File: config.mk
export PLATFORM = sky130hd
export DESIGN_NAME = delta_list_sleep_timer_queue
export DESIGN_NICKNAME = d
export VERILOG_FILES = /design/src/design/dlq_pkg.sv /design/src/design/delta_list_sleep_timer_queue.sv /design/src/design/dlq_mem.sv /design/src/design/dlq_ctrl.sv
export SDC_FILE = /design/constraint.sdc
export NUM_CORES = 2
export LEC_CHECK = 0
export BUFFER_PORTS_ARGS = -buffer_cell sky130_fd_sc_hd__buf_2
export CAP_MARGIN = 10
export CORE_MARGIN = 5
export CORE_UTILIZATION = 60
export DETAILED_ROUTE_END_ITERATION = 12
export PLACE_DENSITY = 0.77
export SLEW_MARGIN = 20
export SYNTH_ARGS = -nofsm -noshare
export SYNTH_HDL_FRONTEND = slang
export SYNTH_SLANG_ARGS = --single-unit
File: constraint.sdc
create_clock -name clk_i -period 12.4 [get_ports clk_i]
set_clock_uncertainty 0.1 [all_clocks]
set_input_delay 1.86 -clock clk_i [delete_from_list [all_inputs] [get_ports clk_i]]
set_output_delay 1.86 -clock clk_i [all_outputs]
set_load 0.01 [all_outputs]
File: src/design/dlq_pkg.sv
// Shared types, codes and default sizes of the delta-list timer queue.
package dlq_pkg;

  localparam int MAX_ENTRIES_DEF = 16;
  localparam int TIME_WIDTH_DEF  = 32;
  localparam int ID_W            = 4;
  localparam int NUM_IDS         = 16;
  localparam int SLICE_W         = 16;
  localparam logic [SLICE_W-1:0] SLICE_RESET = 16'd10;

  localparam logic [1:0] ACT_INSERT = 2'd0;
  localparam logic [1:0] ACT_TICK   = 2'd1;
  localparam logic [1:0] ACT_REMOVE = 2'd2;

  localparam logic [2:0] KIND_WOKEN   = 3'd0;
  localparam logic [2:0] KIND_READY   = 3'd1;
  localparam logic [2:0] KIND_REMOVED = 3'd2;
  localparam logic [2:0] KIND_FAILED  = 3'd3;
  localparam logic [2:0] KIND_FULL    = 3'd4;

  typedef struct packed {
    logic [1:0]      action;
    logic [ID_W-1:0] process_id;
    logic [31:0]     sleep_time;
  } in_item_t;

  typedef struct packed {
    logic [ID_W-1:0] process_id_out;
    logic [31:0]     return_value;
    logic [2:0]      kind;
    logic            last;
  } out_item_t;

endpackage

File: src/design/delta_list_sleep_timer_queue.sv
// Top level of the delta-list timer queue: register, sequencer, memory and output stage.
//
// The block keeps sleeping processes in wake-up order, each entry holding only
// the difference from the entry ahead of it. Commands arrive on the input
// channel (in_valid_i / in_ready_o / in_data_i): insert, tick or remove. Every
// result transaction leaves on the output channel (out_valid_o / out_ready_i /
// out_data_o), and the last one caused by a command carries last set.
// The tick slice is written on the configuration channel, which is always
// ready; the user is to write it only while the block is idle, since the
// block itself does not enforce this. One command is worked at a time. The
// list sits in a single-port memory with a registered read port, so a walk
// reads and then checks each entry, and each shift of an entry reads it and
// then writes it to its new slot.
// Reset empties the list, clears every sleeping flag and sets the slice to 10;
// the memory itself is not cleared, since only listed entries are ever read.
// If the receiver stalls, one result waits in the output register while the
// next is held inside; the sequencer then pauses until a slot frees up.
module delta_list_sleep_timer_queue
  import dlq_pkg::*;
#(
  parameter int MAX_ENTRIES = MAX_ENTRIES_DEF,
  parameter int TIME_WIDTH  = TIME_WIDTH_DEF
) (
  input  logic               clk_i,
  input  logic               rst_ni,
  input  logic               in_valid_i,
  output logic               in_ready_o,
  input  in_item_t           in_data_i,
  output logic               out_valid_o,
  input  logic               out_ready_i,
  output out_item_t          out_data_o,
  input  logic               cfg_valid_i,
  output logic               cfg_ready_o,
  input  logic [SLICE_W-1:0] cfg_data_i
);

  localparam int AW = $clog2(MAX_ENTRIES);
  localparam int EW = ID_W + TIME_WIDTH;

  logic [SLICE_W-1:0] slice_q;
  logic               out_valid_q;
  out_item_t          out_q;
  logic               out_free;
  logic               push;
  out_item_t          push_item;
  logic               mem_re, mem_we;
  logic [AW-1:0]      mem_addr;
  logic [EW-1:0]      mem_wdata, mem_rdata;

  // The slice register takes every configuration transaction at once.
  assign cfg_ready_o = 1'b1;

  always_ff @(posedge clk_i or negedge rst_ni) begin
    if (!rst_ni) begin
      slice_q <= SLICE_RESET;
    end else if (cfg_valid_i) begin
      slice_q <= cfg_data_i;
    end
  end

  // Output register: free when empty or when its transaction completes now.
  assign out_free = !out_valid_q || out_ready_i;

  always_ff @(posedge clk_i or negedge rst_ni) begin
    if (!rst_ni) begin
      out_valid_q <= 1'b0;
    end else if (push) begin
      out_valid_q <= 1'b1;
    end else if (out_ready_i) begin
      out_valid_q <= 1'b0;
    end
  end

  always_ff @(posedge clk_i) begin
    if (push) begin
      out_q <= push_item;
    end
  end

  assign out_valid_o = out_valid_q;
  assign out_data_o  = out_q;

  dlq_ctrl #(
    .MAX_ENTRIES(MAX_ENTRIES),
    .TIME_WIDTH (TIME_WIDTH)
  ) u_ctrl (
    .clk_i      (clk_i),
    .rst_ni     (rst_ni),
    .in_valid_i (in_valid_i),
    .in_ready_o (in_ready_o),
    .in_data_i  (in_data_i),
    .slice_i    (slice_q),
    .out_free_i (out_free),
    .push_o     (push),
    .push_item_o(push_item),
    .mem_re_o   (mem_re),
    .mem_we_o   (mem_we),
    .mem_addr_o (mem_addr),
    .mem_wdata_o(mem_wdata),
    .mem_rdata_i(mem_rdata)
  );

  dlq_mem #(
    .DEPTH(MAX_ENTRIES),
    .WIDTH(EW)
  ) u_mem (
    .clk_i  (clk_i),
    .re_i   (mem_re),
    .we_i   (mem_we),
    .addr_i (mem_addr),
    .wdata_i(mem_wdata),
    .rdata_o(mem_rdata)
  );

endmodule

File: src/design/dlq_mem.sv
// Single-port entry memory with a registered read port.
module dlq_mem #(
  parameter int DEPTH = 16,
  parameter int WIDTH = 36
) (
  input  logic                     clk_i,
  input  logic                     re_i,
  input  logic                     we_i,
  input  logic [$clog2(DEPTH)-1:0] addr_i,
  input  logic [WIDTH-1:0]         wdata_i,
  output logic [WIDTH-1:0]         rdata_o
);

  logic [WIDTH-1:0] mem [DEPTH];
  logic [WIDTH-1:0] rdata_q;

  always_ff @(posedge clk_i) begin
    if (we_i) begin
      mem[addr_i] <= wdata_i;
    end
    if (re_i) begin
      rdata_q <= mem[addr_i];
    end
  end

  assign rdata_o = rdata_q;

endmodule

File: src/design/dlq_ctrl.sv
// Sequencer that walks, shifts and updates the delta list held in memory.
module dlq_ctrl
  import dlq_pkg::*;
#(
  parameter int MAX_ENTRIES = MAX_ENTRIES_DEF,
  parameter int TIME_WIDTH  = TIME_WIDTH_DEF,
  localparam int AW = $clog2(MAX_ENTRIES),
  localparam int CW = $clog2(MAX_ENTRIES + 1),
  localparam int EW = ID_W + TIME_WIDTH
) (
  input  logic               clk_i,
  input  logic               rst_ni,
  input  logic               in_valid_i,
  output logic               in_ready_o,
  input  in_item_t           in_data_i,
  input  logic [SLICE_W-1:0] slice_i,
  input  logic               out_free_i,
  output logic               push_o,
  output out_item_t          push_item_o,
  output logic               mem_re_o,
  output logic               mem_we_o,
  output logic [AW-1:0]      mem_addr_o,
  output logic [EW-1:0]      mem_wdata_o,
  input  logic [EW-1:0]      mem_rdata_i
);

  localparam int TW = TIME_WIDTH;
  localparam int OW = (TW > SLICE_W) ? TW : SLICE_W;

  localparam logic [3:0] S_IDLE      = 4'd0;
  localparam logic [3:0] S_WALK_RD   = 4'd1;
  localparam logic [3:0] S_WALK_CHK  = 4'd2;
  localparam logic [3:0] S_SH_RD     = 4'd3;
  localparam logic [3:0] S_SH_WR     = 4'd4;
  localparam logic [3:0] S_INS_START = 4'd5;
  localparam logic [3:0] S_INS_RD    = 4'd6;
  localparam logic [3:0] S_INS_CHK   = 4'd7;
  localparam logic [3:0] S_SU_RD     = 4'd8;
  localparam logic [3:0] S_SU_WR     = 4'd9;
  localparam logic [3:0] S_INS_W1    = 4'd10;
  localparam logic [3:0] S_INS_W0    = 4'd11;
  localparam logic [3:0] S_TICK_RD   = 4'd12;
  localparam logic [3:0] S_TICK_CHK  = 4'd13;
  localparam logic [3:0] S_FIN       = 4'd14;

  localparam logic [1:0] MODE_REMOVE = 2'd0;
  localparam logic [1:0] MODE_INSERT = 2'd1;
  localparam logic [1:0] MODE_TICK   = 2'd2;

  localparam logic [CW-1:0] CNT_MAX = CW'(MAX_ENTRIES);
  localparam logic [CW-1:0] ONE     = CW'(1);

  logic [3:0]       state_q, state_d;
  logic [1:0]       mode_q, mode_d;
  logic [CW-1:0]    idx_q, idx_d, pos_q, pos_d, cnt_q, cnt_d;
  logic             first_q, first_d, has_succ_q, has_succ_d;
  logic [TW-1:0]    add_q, add_d, sum_q, sum_d, t_q, t_d, succ_d_q, succ_d_d;
  logic [OW-1:0]    over_q, over_d;
  logic [ID_W-1:0]  id_q, id_d, succ_id_q, succ_id_d;
  logic [NUM_IDS-1:0] sleep_q, sleep_d;
  logic             pend_valid_q, pend_valid_d;
  out_item_t        pend_q, pend_d;

  logic [ID_W-1:0]  rid;
  logic [TW-1:0]    rd;
  logic [OW-1:0]    rd_ext;
  logic [CW-1:0]    idx_inc;
  logic [TW+31:0]   sum_ext;
  logic [TW+31:0]   st_ext;

  assign rid     = mem_rdata_i[EW-1:TW];
  assign rd      = mem_rdata_i[TW-1:0];
  assign rd_ext  = OW'(rd);
  assign idx_inc = idx_q + ONE;
  assign sum_ext = {32'd0, sum_q};
  assign st_ext  = {{TW{1'b0}}, in_data_i.sleep_time};

  always_comb begin
    state_d      = state_q;
    mode_d       = mode_q;
    idx_d        = idx_q;
    pos_d        = pos_q;
    cnt_d        = cnt_q;
    first_d      = first_q;
    has_succ_d   = has_succ_q;
    add_d        = add_q;
    sum_d        = sum_q;
    t_d          = t_q;
    succ_d_d     = succ_d_q;
    succ_id_d    = succ_id_q;
    over_d       = over_q;
    id_d         = id_q;
    sleep_d      = sleep_q;
    pend_valid_d = pend_valid_q;
    pend_d       = pend_q;
    in_ready_o   = 1'b0;
    push_o       = 1'b0;
    push_item_o  = pend_q;
    mem_re_o     = 1'b0;
    mem_we_o     = 1'b0;
    mem_addr_o   = idx_q[AW-1:0];
    mem_wdata_o  = mem_rdata_i;

    case (state_q)
      S_IDLE: begin
        in_ready_o = 1'b1;
        if (in_valid_i) begin
          id_d  = in_data_i.process_id;
          t_d   = st_ext[TW-1:0];
          idx_d = '0;
          sum_d = '0;
          case (in_data_i.action)
            ACT_INSERT: begin
              if (sleep_q[in_data_i.process_id]) begin
                mode_d  = MODE_INSERT;
                state_d = S_WALK_RD;
              end else begin
                state_d = S_INS_START;
              end
            end
            ACT_TICK: begin
              if (cnt_q != '0) begin
                over_d  = OW'(slice_i);
                state_d = S_TICK_RD;
              end
            end
            ACT_REMOVE: begin
              if (sleep_q[in_data_i.process_id]) begin
                mode_d  = MODE_REMOVE;
                state_d = S_WALK_RD;
              end else begin
                pend_valid_d = 1'b1;
                pend_d = '{process_id_out: in_data_i.process_id, return_value: 32'd0,
                           kind: KIND_FAILED, last: 1'b0};
                state_d = S_FIN;
              end
            end
            default: begin
            end
          endcase
        end
      end
      S_WALK_RD: begin
        mem_re_o = 1'b1;
        state_d  = S_WALK_CHK;
      end
      S_WALK_CHK: begin
        sum_d = sum_q + rd;
        if (rid == id_q) begin
          add_d          = rd;
          first_d        = 1'b1;
          sleep_d[id_q]  = 1'b0;
          state_d        = S_SH_RD;
        end else begin
          idx_d   = idx_inc;
          state_d = S_WALK_RD;
        end
      end
      S_SH_RD: begin
        if (idx_inc < cnt_q) begin
          mem_re_o   = 1'b1;
          mem_addr_o = idx_inc[AW-1:0];
          state_d    = S_SH_WR;
        end else begin
          cnt_d = cnt_q - ONE;
          case (mode_q)
            MODE_REMOVE: begin
              pend_valid_d = 1'b1;
              pend_d = '{process_id_out: id_q, return_value: sum_ext[31:0],
                         kind: KIND_REMOVED, last: 1'b0};
              state_d = S_FIN;
            end
            MODE_INSERT: state_d = S_INS_START;
            default:     state_d = S_TICK_RD;
          endcase
        end
      end
      S_SH_WR: begin
        mem_we_o    = 1'b1;
        mem_wdata_o = {rid, rd + (first_q ? add_q : '0)};
        first_d     = 1'b0;
        idx_d       = idx_inc;
        state_d     = S_SH_RD;
      end
      S_INS_START: begin
        idx_d = '0;
        if (t_q == '0) begin
          pend_valid_d = 1'b1;
          pend_d = '{process_id_out: id_q, return_value: 32'd0,
                     kind: KIND_READY, last: 1'b0};
          state_d = S_FIN;
        end else if (cnt_q >= CNT_MAX) begin
          pend_valid_d = 1'b1;
          pend_d = '{process_id_out: id_q, return_value: 32'd0,
                     kind: KIND_FULL, last: 1'b0};
          state_d = S_FIN;
        end else begin
          state_d = S_INS_RD;
        end
      end
      S_INS_RD: begin
        if (idx_q < cnt_q) begin
          mem_re_o = 1'b1;
          state_d  = S_INS_CHK;
        end else begin
          pos_d      = idx_q;
          has_succ_d = 1'b0;
          idx_d      = cnt_q;
          state_d    = S_SU_RD;
        end
      end
      S_INS_CHK: begin
        if (rd <= t_q) begin
          t_d     = t_q - rd;
          idx_d   = idx_inc;
          state_d = S_INS_RD;
        end else begin
          succ_id_d  = rid;
          succ_d_d   = rd - t_q;
          has_succ_d = 1'b1;
          pos_d      = idx_q;
          idx_d      = cnt_q;
          state_d    = S_SU_RD;
        end
      end
      S_SU_RD: begin
        if (idx_q > pos_q + CW'(has_succ_q)) begin
          mem_re_o   = 1'b1;
          mem_addr_o = AW'(idx_q - ONE);
          state_d    = S_SU_WR;
        end else begin
          state_d = has_succ_q ? S_INS_W1 : S_INS_W0;
        end
      end
      S_SU_WR: begin
        mem_we_o    = 1'b1;
        mem_wdata_o = mem_rdata_i;
        idx_d       = idx_q - ONE;
        state_d     = S_SU_RD;
      end
      S_INS_W1: begin
        mem_we_o    = 1'b1;
        mem_addr_o  = AW'(pos_q + ONE);
        mem_wdata_o = {succ_id_q, succ_d_q};
        state_d     = S_INS_W0;
      end
      S_INS_W0: begin
        mem_we_o      = 1'b1;
        mem_addr_o    = pos_q[AW-1:0];
        mem_wdata_o   = {id_q, t_q};
        cnt_d         = cnt_q + ONE;
        sleep_d[id_q] = 1'b1;
        state_d       = S_IDLE;
      end
      S_TICK_RD: begin
        if (cnt_q == '0) begin
          state_d = S_FIN;
        end else begin
          mem_re_o   = 1'b1;
          mem_addr_o = '0;
          state_d    = S_TICK_CHK;
        end
      end
      S_TICK_CHK: begin
        if (rd_ext > over_q) begin
          // Head survives this tick; whatever is left of the slice comes off it.
          mem_we_o    = 1'b1;
          mem_addr_o  = '0;
          mem_wdata_o = {rid, rd - over_q[TW-1:0]};
          state_d     = S_FIN;
        end else if (!(pend_valid_q && !out_free_i)) begin
          push_o       = pend_valid_q;
          pend_valid_d = 1'b1;
          pend_d = '{process_id_out: rid, return_value: 32'd0,
                     kind: KIND_WOKEN, last: 1'b0};
          sleep_d[rid] = 1'b0;
          over_d       = over_q - rd_ext;
          idx_d        = '0;
          first_d      = 1'b1;
          add_d        = '0;
          mode_d       = MODE_TICK;
          state_d      = S_SH_RD;
        end
      end
      S_FIN: begin
        push_item_o.last = 1'b1;
        if (!pend_valid_q) begin
          state_d = S_IDLE;
        end else if (out_free_i) begin
          push_o       = 1'b1;
          pend_valid_d = 1'b0;
          state_d      = S_IDLE;
        end
      end
      default: state_d = S_IDLE;
    endcase
  end

  always_ff @(posedge clk_i or negedge rst_ni) begin
    if (!rst_ni) begin
      state_q      <= S_IDLE;
      cnt_q        <= '0;
      sleep_q      <= '0;
      pend_valid_q <= 1'b0;
    end else begin
      state_q      <= state_d;
      cnt_q        <= cnt_d;
      sleep_q      <= sleep_d;
      pend_valid_q <= pend_valid_d;
    end
  end

  always_ff @(posedge clk_i) begin
    mode_q     <= mode_d;
    idx_q      <= idx_d;
    pos_q      <= pos_d;
    first_q    <= first_d;
    has_succ_q <= has_succ_d;
    add_q      <= add_d;
    sum_q      <= sum_d;
    t_q        <= t_d;
    succ_d_q   <= succ_d_d;
    succ_id_q  <= succ_id_d;
    over_q     <= over_d;
    id_q       <= id_d;
    pend_q     <= pend_d;
  end

endmodule
==> flow_metrics.env <==
export IMPL_run_status="completed"
export IMPL_layout_min_cycle_time_ns=6.463
export IMPL_ctsHtreeMaxLevel=3
export IMPL_die_height_um=289.9
export IMPL_cts_root_to_sink_buffers=3
export IMPL_io_pin_count=102
export IMPL_floorplan_core_area_um2=77590
export IMPL_worstPathMaxFanout=59
export IMPL_timing_critical_path_slowest_stage_cell="sky130_fd_sc_hd__nor4_1"
export IMPL_chipWidth_um=289.9
export IMPL_timing_max_slew_rel_slack_pct=25.39
export IMPL_max_cap_violations=0
export IMPL_layout_cells_most_common_list="sky130_fd_sc_hd__edfxtp_1, sky130_fd_sc_hd__nand2_1, sky130_fd_sc_hd__nand3_1"
export IMPL_synthFlopType="sky130_fd_sc_hd__edfxtp_1"
export IMPL_clock_sinks=916
export IMPL_synth_edff_count=873
export IMPL_hold_path_startpoint="u_ctrl.push_item_o[16]$_DFFE_PP_"
export IMPL_cp_cell_sequence="inv_1, ha_1, nand4_1, nor4_1, nand4_1, o21ai_0, a211oi_2, a21boi_1, or3_4, buf_4, nand3_1, a31oi_1, nand3_1"
export IMPL_drt_wl_total_um=126500
export IMPL_total_power_w=0.01578
export IMPL_ant_nets=0
export IMPL_final_setup_viol_count=0
export IMPL_cp_data_required_time_ns=12.60
export IMPL_setup_worst_path_class="reg2reg"
export IMPL_groute_usage_overall_pct=29.00
export IMPL_r2r_setup_slack_ns=5.94
export IMPL_cts_hold_fix_buffers=0
export IMPL_dieArea_um2=84050
export IMPL_routed_via_count=34400
export IMPL_r2r_end="u_mem.rdata_o[19]$_DFFE_PP_"
export IMPL_routabilityCongestion=0.9732
export IMPL_postSynth_asyncResetShare_pct=4.694
export IMPL_avgSynthCellArea_um2=10.96
export IMPL_worst_setup_hold_path_clk_slew_ns=0.06
export IMPL_first_global_vias=32880
export IMPL_synth_top_cells_by_area="sky130_fd_sc_hd__edfxtp_1, sky130_fd_sc_hd__nand2_1, sky130_fd_sc_hd__ha_1, sky130_fd_sc_hd__nand3_1, sky130_fd_sc_hd__a21oi_1"
export IMPL_detailroute_wirelength_met3_um=13130
export IMPL_route_top_layer_used="met5"
export IMPL_initialDrtViolationCount=4311
export IMPL_timing_worst_slew_pin_value_ns=1.119
export IMPL_synth_top_cell_area_share_pct=55.76
export IMPL_cts_buffers=94
export IMPL_cts_tree="yes"
export IMPL_antenna_found_initial=2
export IMPL_layout_cells_most_common="sky130_fd_sc_hd__edfxtp_1"
export IMPL_grt_overflow_total=0
export IMPL_synth_warnings=0
export IMPL_remaining_drc_errors=0
export IMPL_row_count=102
export IMPL_finalHoldViolations=0
export IMPL_mappedNetlistNets=4567
export IMPL_antenna_cells_inserted=0
export IMPL_irDropWorstVdd_mv=0.3778
export IMPL_r2r_worst_path_cells=13
export IMPL_drive_gt1_share_pct=9.029
export IMPL_maxSlewViolCount=0
export IMPL_dr_pass1_iters=8
export IMPL_buffer_ports_inserted=100
export IMPL_final_design_area_no_fill_um2=51670
export IMPL_post_synth_inst_count=4289
export IMPL_met2WireLength_um=57910
export IMPL_dpl_hpwl_um=82050
export IMPL_final_net_count=4598
export IMPL_wire_length_of_the_first_global_routing_pass_um=192500
export IMPL_min_to="out_data_o[16]$_DFFE_PP_"
export IMPL_yosys_register_bits=916
export IMPL_synth_area_leader_cell="sky130_fd_sc_hd__edfxtp_1"
export IMPL_cts_root_buf="sky130_fd_sc_hd__clkbuf_16"
export IMPL_hold_crit_path_type="reg2reg"
export IMPL_layout_worst_path_cycle_share_pct=52.12
export IMPL_timing_critical_path_from="u_mem.rdata_o[29]$_DFFE_PP_"
export IMPL_detail_route_wl_per_cell_um=23.27
export IMPL_power_static_leakage_nw=19.80
export IMPL_synth_seq_area_share_pct=58.05
export IMPL_whs_path_depth=0
export IMPL_maxClockFrequency_mhz=154.7
export IMPL_worst_endpoint_arrival_ns=6.67
export IMPL_setup_tns_final_ns=0
export IMPL_post_drt_via_cell_ratio=6.327
export IMPL_starting_density_of_the_core_pct=60.59
export IMPL_clk_insertion_delay_late_ns=0.68
export IMPL_distinct_cell_type_count_of_the_synthesized_netlist=83
export IMPL_post_syn_area_um2=47010
export IMPL_post_cts_setup_repair_bufs=0
export IMPL_worstReg2RegStart="u_mem.rdata_o[29]$_DFFE_PP_"
export IMPL_syn2layout_area_growth_pct=9.911
export IMPL_slowest_delay_ns=0.82
export IMPL_cp_start_kind="flop"
export IMPL_placement_cell_area_um2=48480
export IMPL_grt_setup_unrepaired="false"
export IMPL_post_cts_resized_instances=0
export IMPL_m1WireLength_um=51230
export IMPL_hold_worst_slack_ns=0.3115
export IMPL_grt_start_max_net_pins=183
export IMPL_crit_path_end_kind="flop"
export IMPL_p_per_area_nw_per_um2=305.5
[cells in the mapped netlist, drive strengths merged (7+ instances only)]
cell type / count
a211oi: 50
a21boi: 11
a21o: 108
a21oi: 270
a221o: 18
a221oi: 16
a222oi: 20
a22oi: 19
a31oi: 57
and2: 76
and3: 51
buf: 114
clkbuf: 122
dfrtp: 41
edfxtp: 873
fa: 7
ha: 212
inv: 156
mux2: 18
mux2i: 7
nand2: 754
nand2b: 35
nand3: 368
nand4: 33
nor2: 220
nor2b: 35
nor3: 28
nor4: 13
o2111ai: 7
o211ai: 20
o21a: 22
o21ai: 169
o21bai: 26
o221ai: 11
o31ai: 19
o41ai: 8
or2: 9
or3: 10
xnor2: 109
xor2: 79
[stage by stage]
stage,instances,utilization (%),setup WS (ns)
after detailed placement,5259,62.48,6.015
after global placement,5259,62.47,6.147
after CTS,5432,66.50,5.999
final,5437,66.59,5.937
after global routing,5437,66.59,5.559
after floorplan,4289,-,7.025
[routing by layer]
| metal | GRT usage [%] | vias to the layer above |
|---|---|---|
| met3 | 4.948 | 280 |
| met1 | 41.41 | 16560 |
| met5 | 0 | - |
| met4 | 9.301 | 2 |
| li1 | - | 15670 |
| met2 | 46.01 | 1891 |
[power breakdown]
group	switching, W	internal [W]	leakage [nW]
clock network	0.00122	0.00165	1.52
registers	0.000394	0.00456	8.42
logic	0.00539	0.00257	9.86
total	0.00701	0.00878	19.8
[flip-flops by register name, summed over array words and instances (netlist names), 5 cells and up]
name                cells
out_data_o             40
slice_q                16
u_ctrl.add_q           32
u_ctrl.cnt_q            5
u_ctrl.idx_q            5
u_ctrl.over_q          32
u_ctrl.pos_q            5
u_ctrl.push_item_o     39
u_ctrl.sleep_q         16
u_ctrl.succ_d_q        32
u_ctrl.sum_q           32
u_ctrl.t_q             32
u_mem.mem             576
u_mem.rdata_o          36
[kinds of logic (layout without fill, tap and decap cells)]
| group | count (synthesis) | after routing | share of synthesized area, % |
|---|---|---|---|
| xor gates and xnor gates | 188 | 188 | 3.502 |
| and+or+nand+nor | 1653 | 1653 | 15.87 |
| DFF | 916 | 916 | 58.05 |
| other | 1 | 1 | 0.007976 |
| buffers and inverters | 392 | 500 | 3.585 |
| adders and majority gates | 219 | 219 | 5.940 |
| AOI/OAI and AO/OA | 890 | 890 | 12.22 |
| muxes | 30 | 30 | 0.8197 |
[area by class of cell]
class,count,area (µm²)
clock buffer,115,2462
clock inverter,58,658.1
fill,5852,25920
inverter,156,585.6
multi-input combinational,2981,18280
sequential,916,27290
tap,1040,1301
timing repair buffer,171,1094
[critical path: cells and delay by family (launching register included)]
family | cells | cell delay (ns)
buffers and inverters | 2 | 0.89
and+or+nand+nor | 6 | 2.63
adders and majority gates | 1 | 0.50
AOI/OAI and AO/OA | 4 | 1.33
DFF | 1 | 0.56
[how the worst max path moves through the flow]
stage          slack [ns]  cells after the start                     endpoint
3_5_place_dp         6.01                     14   u_mem.mem[3][29]$_DFFE_PP_
2_1_floorplan        7.03                     17    u_mem.mem[9][0]$_DFFE_PP_
4_1_cts              6.00                     14   u_mem.mem[3][26]$_DFFE_PP_
5_1_grt              5.56                     14   u_mem.mem[3][29]$_DFFE_PP_
6_report             5.94                     13  u_mem.rdata_o[19]$_DFFE_PP_
3_3_place_gp         6.15                     14   u_mem.mem[3][29]$_DFFE_PP_
Note: power is estimated with default switching activity, not from simulation.
